$ cat src/hdl/dfpc_pkg.sv
package dfpc_pkg;

    // item field widths
    localparam int LIGHT_W = 16;
    localparam int PED_W   = 25;     // dark / bias, signed Q17.8
    localparam int FLAT_W  = 22;     // flat, unsigned Q6.16
    localparam int CNT_W   = 25;
    localparam int OUT_W   = 16;
    localparam int STAT_W  = 2;

    // configuration port
    localparam int APB_AW  = 4;
    localparam int APB_DW  = 32;

    localparam int MAX_PIXELS_DEF = 16777216;

    // register reset values (flat limits are 0.05 and 20.0 in Q6.16)
    localparam logic [OUT_W-1:0]  SAT_RST       = 16'd65535;
    localparam logic              HAS_BIAS_RST  = 1'b1;
    localparam logic [FLAT_W-1:0] FLAT_LOW_RST  = 22'd3277;
    localparam logic [FLAT_W-1:0] FLAT_HIGH_RST = 22'd1310720;

    typedef enum logic [1:0] {
        REG_SATURATION = 2'd0,
        REG_DARK_BIAS  = 2'd1,
        REG_FLAT_LOW   = 2'd2,
        REG_FLAT_HIGH  = 2'd3
    } reg_idx_t;

    typedef enum logic [STAT_W-1:0] {
        ST_NORMAL    = 2'd0,
        ST_BAD_FLAT  = 2'd1,
        ST_CLIP_LOW  = 2'd2,
        ST_CLIP_HIGH = 2'd3
    } status_t;

endpackage

$ cat src/hdl/dfpc_in_if.sv
interface dfpc_in_if;
    import dfpc_pkg::*;

    logic                     valid;
    logic                     ready;
    logic [LIGHT_W-1:0]       light_value;
    logic signed [PED_W-1:0]  dark_value;
    logic signed [PED_W-1:0]  bias_value;
    logic [FLAT_W-1:0]        flat_value;
    logic                     frame_start;

    modport source (
        output valid, light_value, dark_value, bias_value, flat_value, frame_start,
        input  ready
    );

    modport sink (
        input  valid, light_value, dark_value, bias_value, flat_value, frame_start,
        output ready
    );

endinterface

$ cat src/hdl/dfpc_out_if.sv
interface dfpc_out_if;
    import dfpc_pkg::*;

    logic                valid;
    logic                ready;
    logic [OUT_W-1:0]    calibrated_value;
    logic [STAT_W-1:0]   pixel_status;
    logic [CNT_W-1:0]    invalid_flat_total;
    logic [CNT_W-1:0]    clipped_low_total;
    logic [CNT_W-1:0]    clipped_high_total;

    modport source (
        output valid, calibrated_value, pixel_status, invalid_flat_total,
               clipped_low_total, clipped_high_total,
        input  ready
    );

    modport sink (
        input  valid, calibrated_value, pixel_status, invalid_flat_total,
               clipped_low_total, clipped_high_total,
        output ready
    );

endinterface

$ cat src/hdl/dark_flat_pixel_calibrate_unit.sv
// Dark subtraction and flat-field correction, one pixel item per clock.
// A result passes through two front stages, one classify stage and sixteen
// radix-2 divider stages before it is presented.
// Throughput: one item per cycle; the whole pipe holds when the output stalls.
// Reset (rst_n, async, active low): pipe empty, counters zero, registers
// at their documented defaults.
module dark_flat_pixel_calibrate_unit #(
    parameter int MAX_PIXELS = dfpc_pkg::MAX_PIXELS_DEF
) (
    input  logic                          clk,
    input  logic                          rst_n,
    dfpc_in_if.sink                       pix_in,
    dfpc_out_if.source                    pix_out,
    input  logic                          psel,
    input  logic                          penable,
    input  logic                          pwrite,
    input  logic [dfpc_pkg::APB_AW-1:0]   paddr,
    input  logic [dfpc_pkg::APB_DW-1:0]   pwdata,
    output logic [dfpc_pkg::APB_DW-1:0]   prdata,
    output logic                          pready
);
    import dfpc_pkg::*;

    // counters saturate at the smaller of MAX_PIXELS and all-ones
    localparam longint CNT_MAX = (longint'(1) << CNT_W) - 1;
    localparam logic [CNT_W-1:0] CNT_CAP =
        (longint'(MAX_PIXELS) < CNT_MAX) ? CNT_W'(MAX_PIXELS) : CNT_W'(CNT_MAX);

    localparam int SIG_W  = 27;              // light*256 - offset, signed
    localparam int MAG_W  = SIG_W - 1;       // positive signal magnitude
    localparam int PROD_W = OUT_W + FLAT_W;  // saturation * flat
    localparam int NUM_W  = MAG_W + 10;      // 512*s + flat
    localparam int DVS_W  = FLAT_W + 1;      // 2*flat
    localparam int QBITS  = OUT_W;           // quotient never exceeds saturation
    localparam int NDIV   = QBITS;

    //------------------------------------------------------------------
    // Configuration registers
    //------------------------------------------------------------------
    logic [OUT_W-1:0]  sat_reg;
    logic              has_bias_reg;
    logic [FLAT_W-1:0] flat_low_reg;
    logic [FLAT_W-1:0] flat_high_reg;
    logic              cfg_wr;
    reg_idx_t          cfg_idx;

    assign pready  = 1'b1;
    assign cfg_wr  = psel && penable && pwrite;
    assign cfg_idx = reg_idx_t'(paddr[3:2]);

    always_ff @(posedge clk or negedge rst_n)
    begin
        if (!rst_n)
        begin
            sat_reg       <= SAT_RST;
            has_bias_reg  <= HAS_BIAS_RST;
            flat_low_reg  <= FLAT_LOW_RST;
            flat_high_reg <= FLAT_HIGH_RST;
        end
        else if (cfg_wr)
        begin
            case (cfg_idx)
                REG_SATURATION: sat_reg       <= pwdata[OUT_W-1:0];
                REG_DARK_BIAS:  has_bias_reg  <= pwdata[0];
                REG_FLAT_LOW:   flat_low_reg  <= pwdata[FLAT_W-1:0];
                REG_FLAT_HIGH:  flat_high_reg <= pwdata[FLAT_W-1:0];
                default: ;
            endcase
        end
    end

    always_comb
    begin
        case (cfg_idx)
            REG_SATURATION: prdata = APB_DW'(sat_reg);
            REG_DARK_BIAS:  prdata = APB_DW'(has_bias_reg);
            REG_FLAT_LOW:   prdata = APB_DW'(flat_low_reg);
            REG_FLAT_HIGH:  prdata = APB_DW'(flat_high_reg);
            default:        prdata = '0;
        endcase
    end

    //------------------------------------------------------------------
    // Pipeline advance: every stage moves when the output slot frees up.
    //------------------------------------------------------------------
    logic adv;
    logic div_valid_reg [0:NDIV];

    assign adv          = !div_valid_reg[NDIV] || pix_out.ready;
    assign pix_in.ready = adv;

    //------------------------------------------------------------------
    // Stage 1: flat bounds check and signal = light*256 - offset (Q.8)
    //------------------------------------------------------------------
    logic                     flat_bad;
    logic signed [PED_W:0]    offset;
    logic signed [SIG_W-1:0]  signal_next;

    logic                     s1_valid_reg;
    logic                     s1_fs_reg;
    logic                     s1_bad_reg;
    logic signed [SIG_W-1:0]  s1_sig_reg;
    logic [FLAT_W-1:0]        s1_flat_reg;

    always_comb
    begin
        flat_bad = (pix_in.flat_value == '0) ||
                   (pix_in.flat_value < flat_low_reg) ||
                   (pix_in.flat_value > flat_high_reg);
        offset = {pix_in.dark_value[PED_W-1], pix_in.dark_value} +
                 (has_bias_reg ? '0 : {pix_in.bias_value[PED_W-1], pix_in.bias_value});
        signal_next = $signed({3'b000, pix_in.light_value, 8'h00}) -
                      {offset[PED_W], offset};
    end

    always_ff @(posedge clk or negedge rst_n)
    begin
        if (!rst_n)
            s1_valid_reg <= 1'b0;
        else if (adv)
            s1_valid_reg <= pix_in.valid;
    end

    always_ff @(posedge clk)
    begin
        if (adv)
        begin
            s1_fs_reg   <= pix_in.frame_start;
            s1_bad_reg  <= flat_bad;
            s1_sig_reg  <= signal_next;
            s1_flat_reg <= pix_in.flat_value;
        end
    end

    //------------------------------------------------------------------
    // Stage 2: sign test, saturation * flat product for the high clip
    //------------------------------------------------------------------
    logic                     s2_valid_reg;
    logic                     s2_fs_reg;
    logic                     s2_bad_reg;
    logic                     s2_pos_reg;
    logic [MAG_W-1:0]         s2_mag_reg;
    logic [FLAT_W-1:0]        s2_flat_reg;
    logic [PROD_W-1:0]        s2_prod_reg;

    always_ff @(posedge clk or negedge rst_n)
    begin
        if (!rst_n)
            s2_valid_reg <= 1'b0;
        else if (adv)
            s2_valid_reg <= s1_valid_reg;
    end

    always_ff @(posedge clk)
    begin
        if (adv)
        begin
            s2_fs_reg   <= s1_fs_reg;
            s2_bad_reg  <= s1_bad_reg;
            s2_pos_reg  <= !s1_sig_reg[SIG_W-1] && (s1_sig_reg != '0);
            s2_mag_reg  <= s1_sig_reg[MAG_W-1:0];
            s2_flat_reg <= s1_flat_reg;
            s2_prod_reg <= PROD_W'(sat_reg) * PROD_W'(s1_flat_reg);
        end
    end

    //------------------------------------------------------------------
    // Stage 3: classify, update frame counters, set up the division
    //------------------------------------------------------------------
    status_t           st_next;
    logic              over_sat;
    logic [NUM_W-1:0]  numer;
    logic [CNT_W-1:0]  inv_base, low_base, high_base;
    logic [CNT_W-1:0]  inv_cnt_next, low_cnt_next, high_cnt_next;
    logic [CNT_W-1:0]  inv_cnt_reg, low_cnt_reg, high_cnt_reg;

    always_comb
    begin
        over_sat = PROD_W'({s2_mag_reg, 8'h00}) >= s2_prod_reg;
        if (s2_bad_reg)
            st_next = ST_BAD_FLAT;
        else if (!s2_pos_reg)
            st_next = ST_CLIP_LOW;
        else if (over_sat)
            st_next = ST_CLIP_HIGH;
        else
            st_next = ST_NORMAL;

        // round half up: (512*s + flat) / (2*flat)
        numer = NUM_W'({s2_mag_reg, 9'h000}) + NUM_W'(s2_flat_reg);

        // frame_start clears before this pixel is counted
        inv_base  = s2_fs_reg ? '0 : inv_cnt_reg;
        low_base  = s2_fs_reg ? '0 : low_cnt_reg;
        high_base = s2_fs_reg ? '0 : high_cnt_reg;
        inv_cnt_next  = inv_base +
                        CNT_W'((st_next == ST_BAD_FLAT) && (inv_base < CNT_CAP));
        low_cnt_next  = low_base +
                        CNT_W'((st_next == ST_CLIP_LOW) && (low_base < CNT_CAP));
        high_cnt_next = high_base +
                        CNT_W'((st_next == ST_CLIP_HIGH) && (high_base < CNT_CAP));
    end

    always_ff @(posedge clk or negedge rst_n)
    begin
        if (!rst_n)
        begin
            inv_cnt_reg  <= '0;
            low_cnt_reg  <= '0;
            high_cnt_reg <= '0;
        end
        else if (adv && s2_valid_reg)
        begin
            inv_cnt_reg  <= inv_cnt_next;
            low_cnt_reg  <= low_cnt_next;
            high_cnt_reg <= high_cnt_next;
        end
    end

    //------------------------------------------------------------------
    // Divider: restoring, one quotient bit per stage. Stage 0 holds the
    // top numerator bits as the partial remainder; it is already below
    // the divisor because the quotient fits in QBITS bits.
    //------------------------------------------------------------------
    status_t           div_st_reg   [0:NDIV];
    logic [DVS_W-1:0]  div_rem_reg  [0:NDIV];
    logic [QBITS-1:0]  div_low_reg  [0:NDIV];
    logic [QBITS-1:0]  div_quot_reg [0:NDIV];
    logic [DVS_W-1:0]  div_dvs_reg  [0:NDIV];
    logic [CNT_W-1:0]  div_inv_reg  [0:NDIV];
    logic [CNT_W-1:0]  div_low_cnt_reg  [0:NDIV];
    logic [CNT_W-1:0]  div_high_cnt_reg [0:NDIV];

    always_ff @(posedge clk or negedge rst_n)
    begin
        if (!rst_n)
            div_valid_reg[0] <= 1'b0;
        else if (adv)
            div_valid_reg[0] <= s2_valid_reg;
    end

    always_ff @(posedge clk)
    begin
        if (adv)
        begin
            div_st_reg[0]       <= st_next;
            div_rem_reg[0]      <= DVS_W'(numer[NUM_W-1:QBITS]);
            div_low_reg[0]      <= numer[QBITS-1:0];
            div_quot_reg[0]     <= '0;
            div_dvs_reg[0]      <= {s2_flat_reg, 1'b0};
            div_inv_reg[0]      <= inv_cnt_next;
            div_low_cnt_reg[0]  <= low_cnt_next;
            div_high_cnt_reg[0] <= high_cnt_next;
        end
    end

    for (genvar k = 1; k <= NDIV; k++)
    begin : g_div
        logic [DVS_W:0] trial;
        logic           ge;

        assign trial = {div_rem_reg[k-1], div_low_reg[k-1][QBITS-1]};
        assign ge    = trial >= {1'b0, div_dvs_reg[k-1]};

        always_ff @(posedge clk or negedge rst_n)
        begin
            if (!rst_n)
                div_valid_reg[k] <= 1'b0;
            else if (adv)
                div_valid_reg[k] <= div_valid_reg[k-1];
        end

        always_ff @(posedge clk)
        begin
            if (adv)
            begin
                div_st_reg[k]       <= div_st_reg[k-1];
                div_rem_reg[k]      <= ge ? DVS_W'(trial - {1'b0, div_dvs_reg[k-1]})
                                          : trial[DVS_W-1:0];
                div_low_reg[k]      <= {div_low_reg[k-1][QBITS-2:0], 1'b0};
                div_quot_reg[k]     <= {div_quot_reg[k-1][QBITS-2:0], ge};
                div_dvs_reg[k]      <= div_dvs_reg[k-1];
                div_inv_reg[k]      <= div_inv_reg[k-1];
                div_low_cnt_reg[k]  <= div_low_cnt_reg[k-1];
                div_high_cnt_reg[k] <= div_high_cnt_reg[k-1];
            end
        end
    end

    //------------------------------------------------------------------
    // Output: last divider stage is the output register
    //------------------------------------------------------------------
    always_comb
    begin
        case (div_st_reg[NDIV])
            ST_NORMAL:    pix_out.calibrated_value = div_quot_reg[NDIV];
            ST_CLIP_HIGH: pix_out.calibrated_value = sat_reg;
            default:      pix_out.calibrated_value = '0;
        endcase
    end

    assign pix_out.valid              = div_valid_reg[NDIV];
    assign pix_out.pixel_status       = div_st_reg[NDIV];
    assign pix_out.invalid_flat_total = div_inv_reg[NDIV];
    assign pix_out.clipped_low_total  = div_low_cnt_reg[NDIV];
    assign pix_out.clipped_high_total = div_high_cnt_reg[NDIV];

endmodule

$ cat src/flat_wrapper.sv
// flat-port wrapper written by rule: the top's interface ports become plain ports
module dark_flat_pixel_calibrate_unit_flat import dfpc_pkg::*;
#(
    parameter int MAX_PIXELS = dfpc_pkg::MAX_PIXELS_DEF
)
  (clk, rst_n, psel, penable, pwrite, paddr, pwdata, prdata, pready, pix_in_valid, pix_in_light_value, pix_in_dark_value, pix_in_bias_value, pix_in_flat_value, pix_in_frame_start, pix_in_ready, pix_out_valid, pix_out_calibrated_value, pix_out_pixel_status, pix_out_invalid_flat_total, pix_out_clipped_low_total, pix_out_clipped_high_total, pix_out_ready);
  dfpc_in_if pix_in_i ();
  dfpc_out_if pix_out_i ();
  input  logic clk;
  input  logic rst_n;
  input  logic psel;
  input  logic penable;
  input  logic pwrite;
  input  logic [dfpc_pkg::APB_AW-1:0] paddr;
  input  logic [dfpc_pkg::APB_DW-1:0] pwdata;
  output logic [dfpc_pkg::APB_DW-1:0] prdata;
  output logic pready;
  input wire logic [$bits(pix_in_i.valid)-1:0] pix_in_valid;
  input wire logic [$bits(pix_in_i.light_value)-1:0] pix_in_light_value;
  input wire logic [$bits(pix_in_i.dark_value)-1:0] pix_in_dark_value;
  input wire logic [$bits(pix_in_i.bias_value)-1:0] pix_in_bias_value;
  input wire logic [$bits(pix_in_i.flat_value)-1:0] pix_in_flat_value;
  input wire logic [$bits(pix_in_i.frame_start)-1:0] pix_in_frame_start;
  output wire logic [$bits(pix_in_i.ready)-1:0] pix_in_ready;
  output wire logic [$bits(pix_out_i.valid)-1:0] pix_out_valid;
  output wire logic [$bits(pix_out_i.calibrated_value)-1:0] pix_out_calibrated_value;
  output wire logic [$bits(pix_out_i.pixel_status)-1:0] pix_out_pixel_status;
  output wire logic [$bits(pix_out_i.invalid_flat_total)-1:0] pix_out_invalid_flat_total;
  output wire logic [$bits(pix_out_i.clipped_low_total)-1:0] pix_out_clipped_low_total;
  output wire logic [$bits(pix_out_i.clipped_high_total)-1:0] pix_out_clipped_high_total;
  input wire logic [$bits(pix_out_i.ready)-1:0] pix_out_ready;
  assign pix_in_i.valid = pix_in_valid;
  assign pix_in_i.light_value = pix_in_light_value;
  assign pix_in_i.dark_value = pix_in_dark_value;
  assign pix_in_i.bias_value = pix_in_bias_value;
  assign pix_in_i.flat_value = pix_in_flat_value;
  assign pix_in_i.frame_start = pix_in_frame_start;
  assign pix_in_ready = pix_in_i.ready;
  assign pix_out_valid = pix_out_i.valid;
  assign pix_out_calibrated_value = pix_out_i.calibrated_value;
  assign pix_out_pixel_status = pix_out_i.pixel_status;
  assign pix_out_invalid_flat_total = pix_out_i.invalid_flat_total;
  assign pix_out_clipped_low_total = pix_out_i.clipped_low_total;
  assign pix_out_clipped_high_total = pix_out_i.clipped_high_total;
  assign pix_out_i.ready = pix_out_ready;
  dark_flat_pixel_calibrate_unit #(.MAX_PIXELS(MAX_PIXELS)) u_core (.clk(clk), .rst_n(rst_n), .pix_in(pix_in_i), .pix_out(pix_out_i), .psel(psel), .penable(penable), .pwrite(pwrite), .paddr(paddr), .pwdata(pwdata), .prdata(prdata), .pready(pready));
endmodule
$ cat config.mk
export PLATFORM = sky130hd
export DESIGN_NAME = dark_flat_pixel_calibrate_unit_flat
export DESIGN_NICKNAME = d
export VERILOG_FILES = /design/src/hdl/dfpc_pkg.sv /design/src/hdl/dfpc_in_if.sv /design/src/hdl/dfpc_out_if.sv /design/src/hdl/dark_flat_pixel_calibrate_unit.sv /design/src/flat_wrapper.sv
export SDC_FILE = /design/constraint.sdc
export NUM_CORES = 2
export LEC_CHECK = 0
export ABC_AREA = 1
export BUFFER_PORTS_ARGS = -buffer_cell sky130_fd_sc_hd__buf_2
export CAP_MARGIN = 20
export CELL_PAD_IN_SITES_DETAIL_PLACEMENT = 2
export CELL_PAD_IN_SITES_GLOBAL_PLACEMENT = 2
export CORE_ASPECT_RATIO = 1.25
export CORE_UTILIZATION = 40
export DETAILED_ROUTE_END_ITERATION = 8
export PLACE_DENSITY = 0.81
export SETUP_SLACK_MARGIN = 0.3
export SLEW_MARGIN = 20
export SYNTH_ARGS = -nofsm -noshare
export SYNTH_HDL_FRONTEND = slang
export SYNTH_SLANG_ARGS = --single-unit
$ cat constraint.sdc
create_clock -name clk -period 103.9 [get_ports clk]
set_input_delay 10.39 -clock clk [delete_from_list [all_inputs] [get_ports clk]]
set_output_delay 10.39 -clock clk [all_outputs]
set_load 0.1 [all_outputs]
==> impl_metrics.csv <==
group,metric,value,unit
global_routing,antenna_found_initial,66,
setup_path,end_kind,"output pin",
clock_network,post_cts_buffers,0,
clock_network,cts-buffers-inserted,271,
detailed_routing,wl_per_cell,33.2,um
die,boundaryPins,260,
placement,routabilityCongestion,0.927,
synthesis,yosys_warnings,0,
detailed_routing,dr.pass1.iters,6,
finish,final_nets,11500,
clock_network,clock_path_buffers,4,
finish,layout_common_cells,"edfxtp_1, nand2_1, inv_1, ha_1, o21ai_0",
global_routing,track_usage,32.1,%
clock_network,cts_tree,"built",
timing,worst_pin_slew,1.20,ns
timing,report.final.slew_viol_count,0,
finish,postLayoutCellArea,133000,um2
setup_path,cpPeakStageDelay,0.77,ns
global_routing,grt_max_degree,205,
clock_network,clock_latency,0.93,ns
timing,tns,0,ns
clock_network,clkTransAtPathRegs,0.14,ns
placement,dp_hpwl,335000,um
clock_network,post_cts_resized,0,
die,core-area,295000,um2
setup_path,start_kind,"primary input",
setup_path,path_class,"in2out",
timing,max_freq,0.0436,GHz
timing,rsz0062_at_grt,"false",
synthesis,async_flop_share,6.26,%
timing,final-hold-violation-count,0,
clock_network,htree_levels,5,
clock_network,clock-sinks,2477,
placement,portBuffers,236,
global_routing,first_global_vias,95200,
synthesis,synth_edf_count,2322,
placement,dpl_cell_area,124000,um2
global_routing,grt_overflow,0,
detailed_routing,wl,488000,um
setup_path,crit_path_cell_trace,"buf_2, inv_1, nor2_1, inv_1, buf_4, o221ai_1, buf_2",
synthesis,ys_ff_latch,2477,
timing,max-slew-margin-rel,20.2,%
detailed_routing,drc_errors,0,
synthesis,yosysSeqAreaShare,61.9,%
timing,min_period,22.91,ns
die,die_y,612,um
setup_path,cp_slowest_cell,"o221ai_1",
status,outcome,"finished clean",
die,die-area,300000,um2
setup_path,crit_path_max_fanout,21,
finish,syn2layout_area_growth,11.8,%
timing,finClkSkew,0.0890,ns
synthesis,avgSynthCellArea,11.7,um2
die,core.rowCount,223,
detailed_routing,via_per_inst,5.74,
detailed_routing,drt_iter0_drc,7001,
finish,layout_commonest_cell,"edfxtp_1",
min_path,hp-class,"reg2reg",
detailed_routing,vias,84500,
setup_path,critPathRequiredTime,93.51,ns
detailed_routing,detail-route-antenna-nets,0,
synthesis,synth_cell_type_count,66,
global_routing,grt_pass1_wl,691000,um
timing,min_period_over_period,22.1,%
clock_network,root_buffer,"clkbuf_16",
finish,drive_gt1_share,8.00,%
setup_path,arrival,12.52,ns
die,initial_utilization,40.3,%
synthesis,synth_area,119000,um2
clock_network,cts_hold_buf,0,
synthesis,netlist_instances,10200,
job,drv_cap,0,
timing,setup_viol,0,
synthesis,ys.flop_type,"edfxtp_1",
die,die_w,490,um
[area by class of cell]
type / instances / area (um2)
repair buffers: 318 / 1980
clock buffers: 355 / 7460
multi-input cells: 5964 / 38300
flip-flops and latches: 2477 / 73600
inverters: 1490 / 5600
well taps: 3937 / 4930
diodes: 39 / 97.6
fillers: 29800 / 162000
clock inverters: 126 / 1010
[synth_stat cells, drive strengths merged, types with 8 or more instances]
| library cell | n | area (um2) |
|---|---|---|
| edfxtp | 2322 | 69700 |
| nand2 | 2009 | 7580 |
| inv | 1488 | 5590 |
| o21ai | 643 | 3240 |
| nor2 | 607 | 2420 |
| ha | 591 | 7390 |
| a21oi | 509 | 2550 |
| fa | 295 | 5910 |
| nand3 | 290 | 1500 |
| xnor2 | 205 | 1830 |
| xor2 | 175 | 1540 |
| buf | 154 | 1020 |
| clkbuf | 137 | 519 |
| dfrtp | 129 | 3230 |
| nand4 | 104 | 663 |
| nor3 | 89 | 521 |
| nor4 | 83 | 547 |
| a31oi | 81 | 507 |
| o21bai | 48 | 394 |
| a21o | 44 | 330 |
| a211oi | 41 | 308 |
| or2 | 27 | 169 |
| dfstp | 26 | 683 |
| o211ai | 23 | 173 |
| a21boi | 21 | 161 |
| o221ai | 16 | 140 |
| and2 | 12 | 76.3 |
| nand3b | 10 | 75.1 |
| o21a | 8 | 60.1 |
[metal layers]
| metal | vias to the layer above | GRT usage, % | wire length (um) |
|---|---|---|---|
| met4 | 48 | 27.4 | 50000 |
| met2 | 4022 | 58.6 | 254000 |
| met5 | - | 0 | 334 |
| met3 | 1998 | 6.37 | 27100 |
| met1 | 43100 | 30.9 | 157000 |
| li1 | 35300 | - | - |
[worst max-delay path: cells and delay by family]
family | cells | cell delay (ns)
AO/OA/AOI/OAI | 1 | 0.77
buffers and inverters | 5 | 1.08
AND/OR/NAND/NOR | 1 | 0.26
[worst paths after layout]
| path | start | end | slack (ns) | depth (start not counted) |
|---|---|---|---|---|
| min in group asynchronous | rst_n | u_core.high_cnt_reg[5] | 9.68 | 1 |
| min reg2reg | u_core.div_inv_reg[0][17] | u_core.div_inv_reg[0][42] | 0.38 | 0 |
| max in group asynchronous | rst_n | u_core.flat_low_reg[8] | 92.74 | 2 |
| max | paddr[3] | prdata[9] | 80.99 | 7 |
| max reg2reg | u_core.sat_reg[5] | u_core.s2_prod_reg[28] | 97.02 | 22 |
| min | u_core.div_inv_reg[0][17] | u_core.div_inv_reg[0][42] | 0.38 | 0 |
[per-stage QoR]
stage | utilization, % | hold WS, ns | setup slack (ns) | instances
after floorplan | - | 0.400 | 19.50 | 10200
after global placement | 42.1 | 0.400 | 81.10 | 14200
after detailed placement | 42.1 | 0.405 | 81.03 | 14200
after CTS | 44.9 | 0.391 | 80.99 | 14700
after global routing | 45.0 | 0.402 | 80.99 | 14700
final | 45.0 | 0.380 | 80.99 | 14700
[cells by family (layout without fill, tap and decap cells)]
family / after synthesis / after routing / share of synthesized area [%]
flip-flops: 2477 / 2477 / 61.9
AND/OR/NAND/NOR: 3240 / 3240 / 11.4
buffers and inverters: 1781 / 2289 / 5.99
adder cells (fa/ha/maj): 886 / 886 / 11.2
XOR/XNOR: 380 / 380 / 2.83
other: 2 / 50 / 0.00631
AO/OA/AOI/OAI: 1447 / 1447 / 6.69
Power is not shown: default switching activity piles up to over one toggle a cycle in this logic, so the estimate is an artifact.
